===== src/hw/rtl/lgn_pkg.sv =====
// Shared types, constants and elaboration-time helpers for the loudness gain normalizer.
package lgn_pkg;

    localparam int SAMPLE_W = 24;
    localparam int GAIN_W   = 28;
    localparam int CORR_W   = 13;
    localparam int LOUD_W   = 16;
    localparam int ROOT_N   = 24;

    typedef logic signed [SAMPLE_W-1:0] t_sample;
    typedef logic        [GAIN_W-1:0]   t_gain;
    typedef logic signed [CORR_W-1:0]   t_corr;
    typedef logic signed [LOUD_W-1:0]   t_loud;

    localparam t_gain UNITY_Q24        = 28'd16777216;
    localparam t_gain GAIN_MAX         = 28'd268435455;
    localparam logic [23:0] LOG2_10_STEP = 24'd11146541;
    localparam t_loud INVALID_LOUDNESS = -16'sd12800;

    // Floor integer square root, used only for building the root table.
    function automatic logic [63:0] lgn_isqrt(input logic [63:0] x);
        logic [63:0] xv;
        logic [63:0] r;
        logic [63:0] b;
        xv = x;
        r  = '0;
        b  = 64'h4000_0000_0000_0000;
        for (int k = 0; k < 32; k++) begin
            if (b > xv) begin
                b = b >> 2;
            end
        end
        for (int k = 0; k < 32; k++) begin
            if (b != 64'd0) begin
                if (xv >= r + b) begin
                    xv = xv - (r + b);
                    r  = (r >> 1) + b;
                end else begin
                    r = r >> 1;
                end
                b = b >> 2;
            end
        end
        return r;
    endfunction

    // Root 2^(2^-k) in Q2.30, each the floor square root of the one before.
    function automatic logic [31:0] lgn_root(input int k);
        logic [63:0] root;
        root = 64'h0000_0000_8000_0000;
        for (int i = 1; i <= ROOT_N; i++) begin
            if (i <= k) begin
                root = lgn_isqrt(root << 30);
            end
        end
        return root[31:0];
    endfunction

endpackage


===== src/hw/rtl/lgn_lane.sv =====
// One scaling lane: sample times gain, round half up, saturate to 24 bits.
module lgn_lane (
    input  logic             i_clk,
    input  logic             i_load,
    input  lgn_pkg::t_sample i_sample,
    input  lgn_pkg::t_gain   i_gain,
    output lgn_pkg::t_sample o_scaled
);
    import lgn_pkg::*;

    logic signed [52:0] r_prod;
    logic signed [53:0] w_sum;
    logic signed [29:0] w_y;

    // Hold the product until the merge stage takes it.
    always_ff @(posedge i_clk) begin
        if (i_load) begin
            r_prod <= 53'(i_sample) * 53'($signed({1'b0, i_gain}));
        end
    end

    assign w_sum = 54'(r_prod) + 54'sd8388608;
    assign w_y   = w_sum[53:24];

    always_comb begin
        if (w_y > 30'sd8388607) begin
            o_scaled = 24'sh7FFFFF;
        end else if (w_y < -30'sd8388608) begin
            o_scaled = 24'sh800000;
        end else begin
            o_scaled = w_y[23:0];
        end
    end

endmodule


===== config.mk =====
export PLATFORM = sky130hd
export DESIGN_NAME = lgn_lane
export DESIGN_NICKNAME = d
export VERILOG_FILES = /design/src/hw/rtl/lgn_pkg.sv /design/src/hw/rtl/lgn_lane.sv
export SDC_FILE = /design/constraint.sdc
export NUM_CORES = 2
export LEC_CHECK = 0
export ABC_AREA = 1
export BUFFER_PORTS_ARGS = -buffer_cell sky130_fd_sc_hd__buf_2
export CORE_MARGIN = 5
export CORE_UTILIZATION = 64
export DETAILED_ROUTE_END_ITERATION = 8
export HOLD_SLACK_MARGIN = 0.12
export PLACE_DENSITY = 0.85
export SYNTH_ARGS = -nofsm -noshare
export SYNTH_HDL_FRONTEND = slang
export SYNTH_SLANG_ARGS = --single-unit

===== constraint.sdc =====
create_clock -name i_clk -period 8.3 [get_ports i_clk]
set_input_delay 1.66 -clock i_clk [delete_from_list [all_inputs] [get_ports i_clk]]
set_output_delay 1.66 -clock i_clk [all_outputs]
set_load 0.01 [all_outputs]

Word-level counts from Yosys, hierarchy flattened
Cells that the tools add are included.
{ "totals": {"register_bits": 53} }
{ "classes": {"n_mux": 2, "n_lt_le_gt_ge": 2, "n_mul": 1, "n_addsub": 1} }
{ "op_table": {"columns": ["operator", "count"], "rows": [
  ["53-bit by 25-bit adder with 54-bit output, second input constant", 1],
  ["24-bit by 29-bit multiplier with 53-bit output", 1],
  ["24-bit 2-to-1 mux", 2],
  ["30-bit by 24-bit greater-than comparator with 1-bit output, second input constant", 1],
  ["30-bit by 24-bit less-than comparator with 1-bit output, second input constant", 1]
]} }

Longest topological paths before layout
{ "logic_depth": {"depth_word": 4, "ltp_mapped": 30} }

Least setup slack after synthesis
OpenSTA, ideal clock, no wires.
{ "synth_timing": {"path_type": "input-to-reg", "start": "in i_sample[3]", "end": "reg r_prod[49], data pin", "path_stages": 23, "required_ps": 8047, "path_slack_ps": 858, "n_path_buf": 2, "arrival_time_ps": 7190, "setup_ps": 253, "path_cell_list": "clkbuf_1 -> clkbuf_1 -> nand2_1 -> fa_1 -> inv_1 -> fa_1 -> inv_1 -> fa_1 -> fa_1 -> inv_1 -> fa_1 -> fa_1 -> inv_1 -> fa_1 -> inv_1 -> ha_1 -> a21oi_1 -> a21boi_0 -> o21ai_0 -> o21ai_0 -> nand3_1 -> nand2_1 -> nand2_1"} }
{ "synth_via": {"elab_chain_len": 1} }
{ "synth_lines": {"columns": ["item", "line", "source"], "rows": [
  ["start: declaration", "lgn_lane.sv:5", "input lgn_pkg::t_sample i_sample,"],
  ["24-bit by 29-bit multiplier with 53-bit output", "lgn_lane.sv:18", "r_prod <= 53'(i_sample) * 53'($signed({1'b0, i_gain}));"],
  ["end signal: assignment", "lgn_lane.sv:18", null],
  ["end: declaration", "lgn_lane.sv:11", "logic signed [52:0] r_prod;"]
]} }
Every way passes these cells.
A chain may end at the register's enable or synchronous reset.

Worst setup path in the final report
{ "layout_timing": {"start": "in i_sample[9]", "end": "reg r_prod[30], data pin"} }
The elaborated chain is that of the path after synthesis.

==> impl_metrics.py <==
metrics = {
    "grt": {
        "grt-ovfl-total": 0,
        "grt_pass1_wl_um": 111000,
        "met2_usage_pct": 52.02,
        "grt_max_degree": 31,
        "grtUsageTotal_pct": 31.12,
        "antenna_found_initial": 1,
        "grt_busiest_layer": "met2",
        "use_met3_pct": 4.649,
        "grt_pass1_vias": 22130,
        "grtUsageMet1_pct": 43.03,
    },
    "detailed_routing": {
        "wl_per_cell_um": 16.70,
        "initialDrtViolationCount": 1597,
        "dr_total_vias": 20750,
        "drc": 0,
        "drt_first_pass_iters": 6,
        "ant_nets": 0,
        "avgViaCountPerCell": 5.304,
        "totalWireLength_um": 65340,
    },
    "timing": {
        "whs_ns": 2.008,
        "rsz0062_at_grt": "no",
        "final.setup.tns_ns": 0,
        "period_share_pct": 95.03,
        "timing.slew.headroom_pct": 49.18,
        "tightest_slew_ns": 0.7622,
        "fmax_mhz": 126.8,
        "slew_violations": 0,
        "hold_viol": 0,
        "setup_viol": 0,
        "finalCriticalPeriod_ns": 7.887,
    },
    "clock_tree": {
        "htree_levels": 2,
        "cts_root_buf": "clkbuf_16",
        "clock_sinks": 30,
        "cts_made_buffers": 5,
        "path_clk_slew_ns": 0.05,
        "cts.repair.resized": 0,
        "cts_hold_buf": 0,
        "cts_tree": "yes",
        "clk_path_buf_depth": 2,
        "post_cts_buffers": 0,
    },
    "synthesis": {
        "syn-cell-area_um2": 25330,
        "synthArstFlopShare_pct": 0,
        "seq_area_frac_synth_pct": 3.556,
        "ys_ff_latch": 30,
        "syn_avg_cell_area_um2": 7.437,
        "yosysWarnings": 0,
        "synth_nets": 4236,
        "synth_cell_types": 31,
        "syn_inst": 3406,
        "synthFlopType": "edfxtp_1",
        "synth_edf_count": 30,
    },
    "floorplanning": {
        "die_x_um": 208.9,
        "dieArea_um2": 43660,
        "core_area_um2": 38920,
        "die_h_um": 208.9,
        "io_pins": 78,
        "row_count": 72,
        "start_util_pct": 65.09,
    },
    "placement": {
        "place_inst": 3904,
        "place.gp.congestion": 1.015,
        "port_buffers": 77,
        "placed_area_um2": 26110,
        "dpl.hpwl_um": 56150,
    },
    "layout": {
        "largest_register_ffs": 30,
        "top_register": "r_prod",
        "synthToLayoutAreaGrowth_pct": 3.704,
        "drive_gt1_share_pct": 4.480,
        "postLayoutCellArea_um2": 26270,
        "reg_top3": "r_prod x30",
        "instances_no_fill": 3912,
        "fin_nets": 4223,
    },
    "setup_path": {
        "path_class": "primary input to flop",
        "crit_path_max_fanout": 28,
        "start_kind": "primary input",
        "cp.required_ns": 8.36,
        "end_kind": "flop",
        "worstPathArrival_ns": 7.95,
    },
    "hold_path": {
        "hp-class": "primary input to flop",
    },
    "job": {
        "drv_cap": 0,
    },
    "run_status": {
        "status": "complete, no violations",
    },
}
## worst paths after layout
path / slack, ns / cells after the start / endpoint / from
worst max-delay path: 0.41 / 20 / r_prod[30] / i_sample[9]
worst min-delay path: 2.01 / 1 / r_prod[36] / i_load
## layer usage
layer	vias up	wire length, um	share of wire [%]
li1	9505	-	-
met1	10100	26070	40
met2	975	31340	48
met3	168	6089	9.3
met4	0	1841	2.8
met5	-	0	0
## cell usage after synthesis (3+ instances only)
master	count	area share (%)
nand3_2	3	0.12
buf_1	21	0.31
edfxtp_1	30	3.6
o21bai_1	14	0.41
a21boi_0	6	0.18
a21oi_1	65	1.3
ha_1	207	10
nand2_2	3	0.074
inv_1	1054	16
o21a_1	4	0.12
nand3_1	48	0.95
a21o_1	3	0.089
nor3_1	17	0.34
nand2_1	958	14
nor2_1	174	2.6
buf_6	4	0.18
or2_2	15	0.37
fa_1	569	45
nor2_2	6	0.15
xor2_1	23	0.80
o21ai_0	36	0.71
clkbuf_1	104	1.5
xnor2_1	14	0.48
nand4_1	16	0.40
inv_2	3	0.044
## layout by cell type, fill, tap and decap left out, drive strengths merged
cell type  count
xnor2         14
a21oi         65
ha           207
xor2          23
inv         1057
buf          111
and3           3
clkbuf         5
edfxtp        30
o21a           4
nand4         16
nor2         182
nand3         51
a21o           3
bufinv         1
or2           15
nand2        962
o21bai        14
o21ai         37
nor3          17
diode          1
a21boi         6
fa           569
clkinv         1
## worst max-delay path, cell delays in order
cell and delay [ns]:
buf_2 0.54, nand2_1 0.17, fa_1 0.54, fa_1 0.55, inv_1 0.05, fa_1 0.48
fa_1 0.62, fa_1 0.48, fa_1 0.51, inv_1 0.05, fa_1 0.47, inv_1 0.05
ha_1 0.42, nand2_1 0.14, nor2_1 0.20, inv_1 0.07, o21ai_0 0.35, nor2_1 0.09
nand2_1 0.13, xor2_1 0.32
## through the flow
step,setup WS (ns),util (%)
2_1_floorplan,0.8576,-
3_3_place_gp,0.1582,67.08
3_5_place_dp,0.1830,67.08
4_1_cts,0.4413,67.49
5_1_grt,0.1337,67.50
6_report,0.4127,67.50
## final cells by class
type,instances,area (um2)
Antenna cell,1,2.502
Clock buffer,5,125.1
Clock inverter,2,33.78
Fill cell,3234,12650
Inverter,1057,3968
Multi-Input combinational cell,2188,19940
Sequential cell,30,900.9
Tap cell,518,648.1
Timing Repair Buffer,111,653.1
## kinds of logic (layout without fill, tap and decap cells)
group,count (synthesis),after routing,synth area share (%)
AOI/OAI and AO/OA,129,129,2.860
xor gates and xnor gates,37,37,1.279
adders and majority gates,776,776,55.19
buffers and inverters,1188,1175,17.73
DFF,30,30,3.556
other,0,1,0
and+or+nand+nor,1246,1246,19.38
Power is not shown: default switching activity piles up to over one toggle a cycle in this logic, so the estimate is an artifact.
