$ cat config.mk
export PLATFORM = sky130hd
export DESIGN_NAME = lgn_gain_conv
export DESIGN_NICKNAME = d
export VERILOG_FILES = /design/src/hw/rtl/lgn_pkg.sv /design/src/hw/rtl/lgn_gain_conv.sv
export SDC_FILE = /design/constraint.sdc
export NUM_CORES = 2
export LEC_CHECK = 0
export ABC_AREA = 0
export BUFFER_PORTS_ARGS = -buffer_cell sky130_fd_sc_hd__buf_4
export CAP_MARGIN = 15
export CORE_MARGIN = 2
export CORE_UTILIZATION = 60
export DETAILED_ROUTE_END_ITERATION = 7
export PLACE_DENSITY_LB_ADDON = 0.2
export RECOVER_POWER = 25
export REMOVE_ABC_BUFFERS = 1
export SYNTH_ARGS = -nofsm -noshare
export SYNTH_HDL_FRONTEND = slang
export SYNTH_SLANG_ARGS = --single-unit
$ cat constraint.sdc
create_clock -name i_clk -period 21.7 [get_ports i_clk]
set_input_delay 3.255 -clock i_clk [delete_from_list [all_inputs] [get_ports i_clk]]
set_output_delay 3.255 -clock i_clk [all_outputs]
set_load 0.01 [all_outputs]
$ cat src/hw/rtl/lgn_pkg.sv
// Shared types, constants and elaboration-time helpers for the loudness gain normalizer.
package lgn_pkg;

    localparam int SAMPLE_W = 24;
    localparam int GAIN_W   = 28;
    localparam int CORR_W   = 13;
    localparam int LOUD_W   = 16;
    localparam int ROOT_N   = 24;

    typedef logic signed [SAMPLE_W-1:0] t_sample;
    typedef logic        [GAIN_W-1:0]   t_gain;
    typedef logic signed [CORR_W-1:0]   t_corr;
    typedef logic signed [LOUD_W-1:0]   t_loud;

    localparam t_gain UNITY_Q24        = 28'd16777216;
    localparam t_gain GAIN_MAX         = 28'd268435455;
    localparam logic [23:0] LOG2_10_STEP = 24'd11146541;
    localparam t_loud INVALID_LOUDNESS = -16'sd12800;

    // Floor integer square root, used only for building the root table.
    function automatic logic [63:0] lgn_isqrt(input logic [63:0] x);
        logic [63:0] xv;
        logic [63:0] r;
        logic [63:0] b;
        xv = x;
        r  = '0;
        b  = 64'h4000_0000_0000_0000;
        for (int k = 0; k < 32; k++) begin
            if (b > xv) begin
                b = b >> 2;
            end
        end
        for (int k = 0; k < 32; k++) begin
            if (b != 64'd0) begin
                if (xv >= r + b) begin
                    xv = xv - (r + b);
                    r  = (r >> 1) + b;
                end else begin
                    r = r >> 1;
                end
                b = b >> 2;
            end
        end
        return r;
    endfunction

    // Root 2^(2^-k) in Q2.30, each the floor square root of the one before.
    function automatic logic [31:0] lgn_root(input int k);
        logic [63:0] root;
        root = 64'h0000_0000_8000_0000;
        for (int i = 1; i <= ROOT_N; i++) begin
            if (i <= k) begin
                root = lgn_isqrt(root << 30);
            end
        end
        return root[31:0];
    endfunction

endpackage

$ cat src/hw/rtl/lgn_gain_conv.sv
// Correction in 1/64 dB to linear Q4.24 gain, one root product per cycle.
module lgn_gain_conv (
    input  logic           i_clk,
    input  logic           i_rst_n,
    input  logic           i_start,
    input  lgn_pkg::t_corr i_corr,
    output logic           o_done,
    output lgn_pkg::t_gain o_gain
);
    import lgn_pkg::*;

    localparam logic [1:0] G_IDLE  = 2'd0;
    localparam logic [1:0] G_ITER  = 2'd1;
    localparam logic [1:0] G_FINAL = 2'd2;

    logic [1:0]  r_state;
    logic [36:0] r_exp;
    logic [31:0] r_m;
    logic [4:0]  r_idx;
    logic        r_done;
    t_gain       r_gain;

    logic [31:0] w_root_tab [ROOT_N];
    logic signed [37:0] w_exp;
    logic [23:0] w_frac;
    logic        w_fbit;
    logic [63:0] w_mprod;
    logic [4:0]  w_n;
    logic [4:0]  w_up_sh;
    logic [4:0]  w_dn_sh;
    logic [47:0] w_up;
    logic [32:0] w_rnd;
    logic [32:0] w_dn;
    t_gain       w_gain;

    for (genvar gi = 0; gi < ROOT_N; gi++) begin : g_root
        localparam logic [31:0] RootVal = lgn_root(gi + 1);
        assign w_root_tab[gi] = RootVal;
    end

    // Exponent in signed Q6.32: c * log2(10)/1280 plus a bias of 11.
    assign w_exp = 38'(i_corr) * $signed({14'd0, LOG2_10_STEP})
                   + $signed({2'b0, 4'd11, 32'd0});

    assign w_frac  = r_exp[31:8];
    assign w_fbit  = w_frac[5'd23 - r_idx];
    assign w_mprod = 64'(r_m) * 64'(w_root_tab[r_idx]) + 64'h2000_0000;

    assign w_n     = r_exp[36:32];
    assign w_up_sh = w_n - 5'd17;
    assign w_dn_sh = 5'd17 - w_n;
    assign w_up    = 48'(r_m) << w_up_sh;
    assign w_rnd   = 33'(r_m) + (33'd1 << (w_dn_sh - 5'd1));
    assign w_dn    = w_rnd >> w_dn_sh;

    always_comb begin
        if (w_n >= 5'd17) begin
            w_gain = (w_up > 48'(GAIN_MAX)) ? GAIN_MAX : w_up[GAIN_W-1:0];
        end else begin
            w_gain = (w_dn > 33'(GAIN_MAX)) ? GAIN_MAX : w_dn[GAIN_W-1:0];
        end
    end

    always_ff @(posedge i_clk) begin
        if (!i_rst_n) begin
            r_state <= G_IDLE;
            r_done  <= 1'b0;
        end else begin
            r_done <= 1'b0;
            case (r_state)
                G_IDLE: begin
                    if (i_start) begin
                        r_state <= G_ITER;
                    end
                end
                G_ITER: begin
                    if (r_idx == 5'(ROOT_N - 1)) begin
                        r_state <= G_FINAL;
                    end
                end
                G_FINAL: begin
                    r_done  <= 1'b1;
                    r_state <= G_IDLE;
                end
                default: begin
                    r_state <= G_IDLE;
                end
            endcase
        end
    end

    always_ff @(posedge i_clk) begin
        if (r_state == G_IDLE && i_start) begin
            r_exp <= w_exp[36:0];
            r_m   <= 32'h4000_0000;
            r_idx <= '0;
        end else if (r_state == G_ITER) begin
            if (w_fbit) begin
                r_m <= w_mprod[61:30];
            end
            r_idx <= r_idx + 5'd1;
        end else if (r_state == G_FINAL) begin
            r_gain <= w_gain;
        end
    end

    assign o_done = r_done;
    assign o_gain = r_gain;

endmodule

After elaboration in Yosys (flattened, before gate mapping)
Memories as Yosys holds them, arrays and structs flattened. Cells that the tools add are included.

Register bits: 105. Bits in read-only memories: 1024. Input bits: 16. Output and inout bits: 29. Word-level logic and storage cells: 49. Memories kept: 1.

Memory list: (name not given) (depth 32, width 32, read ports 1, clocked after Yosys merged registers in 0, wr ports 0, line lgn_gain_conv.sv:47) `assign w_mprod = 64'(r_m) * 64'(w_root_tab[r_idx]) + 64'h2000_0000;`.

Add/subtract/negate cells: 8. $mul: 2. Order comparisons: 5. Equal/unequal tests: 5. Shift-type cells: 3. Multiplexer cells: 11. Bitwise logic cells: 3. Reductions and logical operators: 5.

Operators with widths (count): two-way mux 28 bit (3); two-way mux 32 bit (2); adder 62 x 30 -> 62 bit (second input constant) (1); multiplier 32 x 32 -> 62 bit (1); greater-than comparator 48 x 28 -> 1 bit (second input constant) (1); << shifter 32 x 5 -> 48 bit (1); adder 37 bit (second input constant) (1); multiplier 13 x 25 -> 37 bit (second input constant) (1); adder 32 x 33 -> 33 bit (1); greater-than comparator 33 x 28 -> 1 bit (second input constant) (1); << shifter 1 x 5 -> 33 bit (first input constant) (1); right shift 33 x 5 -> 33 bit (1); subtractor 5 bit (first input constant) (2); >= comparator 6 bit (second input constant) (1); less-than comparator 5 x 6 -> 1 bit (second input constant) (1); inverter 5 -> 6 bit (1); adder 5 x 1 -> 5 bit (second input constant) (1); binary-select mux 1 bit (select 5 bit) (1); == test 5 bit (second input constant) (1); >= comparator 5 bit (second input constant) (1); subtractor 5 x 1 -> 5 bit (second input constant) (1); subtractor 5 bit (second input constant) (1); two-way mux 2 bit (2); inequality test 2 bit (second input constant) (2); other kinds (9) (12).

Longest topological paths before layout
Depth after elaboration: 8. Gate-level depth with buffers: 39. Depth with buffers taken out: 35.

Worst setup path before layout
Ideal clock, no wire load.

Kind: reg2reg. Start point: reg r_idx[0]. End point: reg r_m[31]. Library setup time: 0.128 ns. Arrival time: 9.022 ns. Required time: 21.572 ns. Setup slack: 12.550 ns. Stages on the path, launching flop included: 40. Path buffers: 4. Period minus slack after synthesis: 9.150 ns. Cells stage by stage: dfxtp_1 > buf_2 > buf_1 > inv_1 > ha_1 > clkbuf_1 > inv_1 > nor2_1 > a21oi_1 > nor2_1 > a31oi_1 > clkbuf_1 > nand2_1 > fa_1 > inv_1 > fa_1 > fa_1 > inv_1 > [... 4 more ...] > fa_1 > inv_1 > fa_1 > inv_1 > fa_1 > inv_1 > ha_1 > nand2_1 > o211ai_1 > a211oi_1 > o32ai_1 > a21oi_1 > o41a_1 > o41a_1 > o21ai_1 > xnor2_1 > o211ai_1 > o31ai_1.

Longest elaborated chain between the ends: 6. Elaborated cells between the ends (all ways): 10. Classes of those cells: add/sub: 2; mul: 1; mux: 4; bitwise: 1; reduce/logical: 1; memory: 1.

Ends and longest elaborated chain: from (decl) (line lgn_gain_conv.sv:19) `logic [4:0] r_idx;`; from (signal assigned) (line lgn_gain_conv.sv:101) `r_idx <= r_idx + 5'd1;`; inverter 5 -> 6 bit (not written as such) (line lgn_gain_conv.sv:47); memory (32 x 32 bit); two-way mux 32 bit (not written as such) (2 in a row) (line lgn_gain_conv.sv:47); multiplier 32 x 32 -> 62 bit (line lgn_gain_conv.sv:47); adder 62 x 30 -> 62 bit (line lgn_gain_conv.sv:47); to (signal assigned) (line lgn_gain_conv.sv:99) `r_m <= w_mprod[61:30];`; to (decl) (line lgn_gain_conv.sv:18) `logic [31:0] r_m;`.

Parallel ways exist; a longest one is shown, timed or not. The select of a mux whose other input is x is not followed. A chain may end at the register's enable or synchronous reset.

Final worst setup path
Start point: reg r_idx[1]. End point: reg r_m[29].

The elaborated chain is that of the path after synthesis.

==> parameters.txt <==
Parameter                              Value

Run status
  Failing checks ... capacitance limit, slew limit
  Result of the run ... complete, but fails checks

Die
  Die extent in x ... about 280 um
  Core Footprint ... ~0.076 mm2
  Total Die Area ... just under 0.08 mm2
  Count of standard-cell rows ... 101
  Die height ... around 280 um
  Initial Util ... about 61%
  Number of placed I/O pins ... 45

Hold path
  WHS Endpoint ... r_m[14]
  Startpoint of the worst hold path ... r_m[14]
  Cell depth of the worst hold path ... 2
  Worst min-delay path class ... reg -> reg

CTS
  Post-CTS Setup Repair Bufs ... 0
  # clock sinks ... 97
  CTS Buffer Depth ... 2
  Clock latency reported for the late side of the worst-skew pair ... 0.42 ns
  CTS Buf Count ... 9
  Library cell used as clock root buffer ... sky130_fd_sc_hd__clkbuf_16
  CTS Hold Buffers Added ... 0
  Clock transition at path regs ... about 0.090 ns
  Count of instances resized after the clock tree is built ... 0
  CTS tree ... done
  H-Tree Level Count ... 3

Route
  Drt pass-1 iters ... 6
  Count of nets left with antenna violations after detail routing ... 0
  Via-to-Cell Ratio ... 5.92
  DR vias ... 36,000
  DR DRC count ... 0
  Starting DRC count in detailed routing ... ~3,000
  Final Routed Wirelength ... 128,000 um
  Routed length per placed instance ... around 21 um

Synthesis
  Synth Register Bits ... 97
  Count of flip-flops with a built-in enable after synthesis ... between 50 and 60
  Cell type contributing the most total cell area after synthesis ... sky130_fd_sc_hd__fa_1
  Post-Synthesis Cells ... between 5,000 and 6,000
  Cell variety after synth ... 95
  Count of synthesis-stage warnings from yosys ... 0
  Total standard cell area after synthesis ... between 0.04 and 0.05 mm2
  Top post-synthesis cells by area ... sky130_fd_sc_hd__fa_1 39%, sky130_fd_sc_hd__ha_1 13%, sky130_fd_sc_hd__and2_1 8.6%
  Dominant register cell in the synthesized netlist ... sky130_fd_sc_hd__edfxtp_1
  Fraction of the yosys area taken by sequential cells ... between 5 and 6%
  Avg Cell Area, Syn ... 8.92 um2
  Share of the synthesized area in the top cell type ... ~39%
  Fraction of registers with async set or reset after synthesis ... 0%

Global route
  Global-route congestion overflow total ... 0
  Number of antenna violations at the first check in global routing ... 3
  Vias in the first global route ... between 30,000 and 40,000
  Overall fraction of global-route tracks in use ... roughly a third
  Global-route wire length before repair ... approximately 210,000 um
  Pin count of the biggest net entering global routing ... 56

Timing
  Count of endpoints failing setup in the final report ... 0
  Total Neg Setup Slack ... 0 ns
  Final-layout worst hold slack ... about 0.5 ns
  Share of the clock period used by the worst path ... around 48%
  Crit path time final ... approximately 10 ns
  FMAX ... between 90 and 100 MHz
  Unrepaired setup endpoints after global routing ... no
  Setup clock skew after layout ... ~0.034 ns
  Worst rel slew slack ... -8.02%
  Worst slew pin tran ... around 1.6 ns
  Final count of pins violating max slew ... 30
  Number of hold violations in the final report ... 0
  Slack of the critical path ... approximately 11 ns

Setup path
  Worst Reg2Reg Path Length in Cells ... 28
  Worst endpoint data arrival time ... ~11 ns
  Reg-to-reg setup timing slack ... around 11 ns
  Kind of start point of the critical path ... register
  Crit path required time ... roughly 22 ns
  Slowest Stage Delay on Critical Path ... between 0.8 and 0.9 ns
  Worst reg2reg startpoint ... r_idx[1]
  Most frequent CP cell ... sky130_fd_sc_hd__fa_1
  Critical path class ... reg -> reg
  Worst reg2reg endpoint ... r_m[29]
  Critical-path cell with the highest stage delay ... sky130_fd_sc_hd__dfxtp_1
  Kind of end point of the critical path ... register
  Max FO, Critical Path ... 32

Place
  Post-Place Cell Area ... ~0.048 mm2
  Weighted congestion reported at the end of routability-driven placement ... between 0.9 and 1
  Total of buffers placed on input and output ports ... 44
  HPWL after DPL ... between 90,000 and 100,000 um
  Setup WS pre-CTS ... roughly 11 ns

Run
  Number of max-cap violations ... 1

Final layout
  Fin area ... about 0.048 mm2
  Filler cells ... between 6,000 and 7,000
  Layout Nets ... between 6,000 and 7,000
  Number of diodes ... 0
  Proportion of layout cells with a drive suffix above 1 ... under 10%
  Area added between synthesis and finish ... 3.08%
[metrics by stage]
step,util [%],std cells
floorplan,-,4913
global placement,62.4,6074
detailed placement,62.4,6074
finish,62.7,6090
global route,62.7,6090
CTS,62.8,6090
[area by class of cell]
cell class	instances	area, um2	share of cell area [%]
clock buffer	9	225	0.471
clock inverter	7	65.1	0.136
sequential	97	2510	5.26
timing repair buffer	131	920	1.92
tap	1030	1290	2.70
inverter	1028	3860	8.07
multi-input combinational	3788	38900	81.4
[layout by cell type, fill, tap and decap left out, drive strengths merged, types with 15 or more instances in the layout]
| cell type | count |
|---|---|
| a211oi | 41 |
| a21o | 64 |
| a21oi | 161 |
| a22oi | 15 |
| a31oi | 22 |
| and2 | 641 |
| and3 | 27 |
| buf | 114 |
| clkbuf | 26 |
| dfxtp | 40 |
| edfxtp | 57 |
| fa | 909 |
| ha | 491 |
| inv | 1031 |
| mux2 | 21 |
| mux2i | 36 |
| mux4 | 34 |
| nand2 | 519 |
| nand2b | 17 |
| nand3 | 48 |
| nand4 | 26 |
| nor2 | 191 |
| nor2b | 25 |
| nor3 | 42 |
| o211ai | 30 |
| o21a | 31 |
| o21ai | 108 |
| o21bai | 15 |
| xnor2 | 58 |
| xor2 | 35 |
[metal layers]
layer	part of all wire, %	GRT usage [%]
met1	40	44.4
met2	48	56.2
met3	7.7	5.95
met4	4.5	13.7
met5	0.0094	0
[critical path: cells and delay by family (launching register included)]
kind                       cells  cell delay (ns)
and+or+nand+nor                4             0.91
DFF                            1             0.89
adders and majority gates     10             4.72
buffers and inverters          3             0.42
AOI/OAI and AO/OA             11             3.43
[how the worst max path moves through the flow]
stage	startpoint	end	slack [ns]	cells past startpoint
after global routing	r_idx[1]	r_m[29]	10.80	28
after global placement	r_idx[1]	r_m[29]	11.52	28
after detailed placement	r_idx[1]	r_m[29]	11.35	28
final	r_idx[1]	r_m[29]	11.26	28
after CTS	r_idx[1]	r_m[29]	11.36	28
after floorplan	r_idx[0]	r_m[31]	11.82	28
[sequential cells by signal, summed over array words and instances, names as in the netlist]
| register | count |
|---|---|
| o_done | 1 |
| o_gain | 28 |
| r_exp | 29 |
| r_idx | 5 |
| r_m | 32 |
| r_state | 2 |
[logic make-up after synthesis]
logic type,after synthesis,synth area share [%]
AND/OR/NAND/NOR,1594,17.6
adder cells (fa/ha/maj),1400,52.5
buffers and inverters,1313,11.0
AO/OA/AOI/OAI,610,8.72
flip-flops,97,5.42
XOR/XNOR,93,1.79
multiplexers,91,2.94
[synthesized netlist by cell type, drive strengths merged (15+ instances only)]
master	number
dfxtp	40
o21bai	15
o21a	31
nand2b	17
nor2b	25
ha	491
edfxtp	57
xnor2	58
o21ai	108
inv	1026
a31oi	22
nand2	519
buf	33
and2	641
a21oi	161
mux2	21
and3	27
fa	909
a211oi	41
nand4	26
nand3	48
clkbuf	252
xor2	35
a21o	64
o211ai	30
nor3	42
nor2	191
mux2i	36
a22oi	15
mux4	34
Power is left out: the tool's default activity adds up to more than one toggle a clock period on the data nets, which glitch-free logic cannot reach.
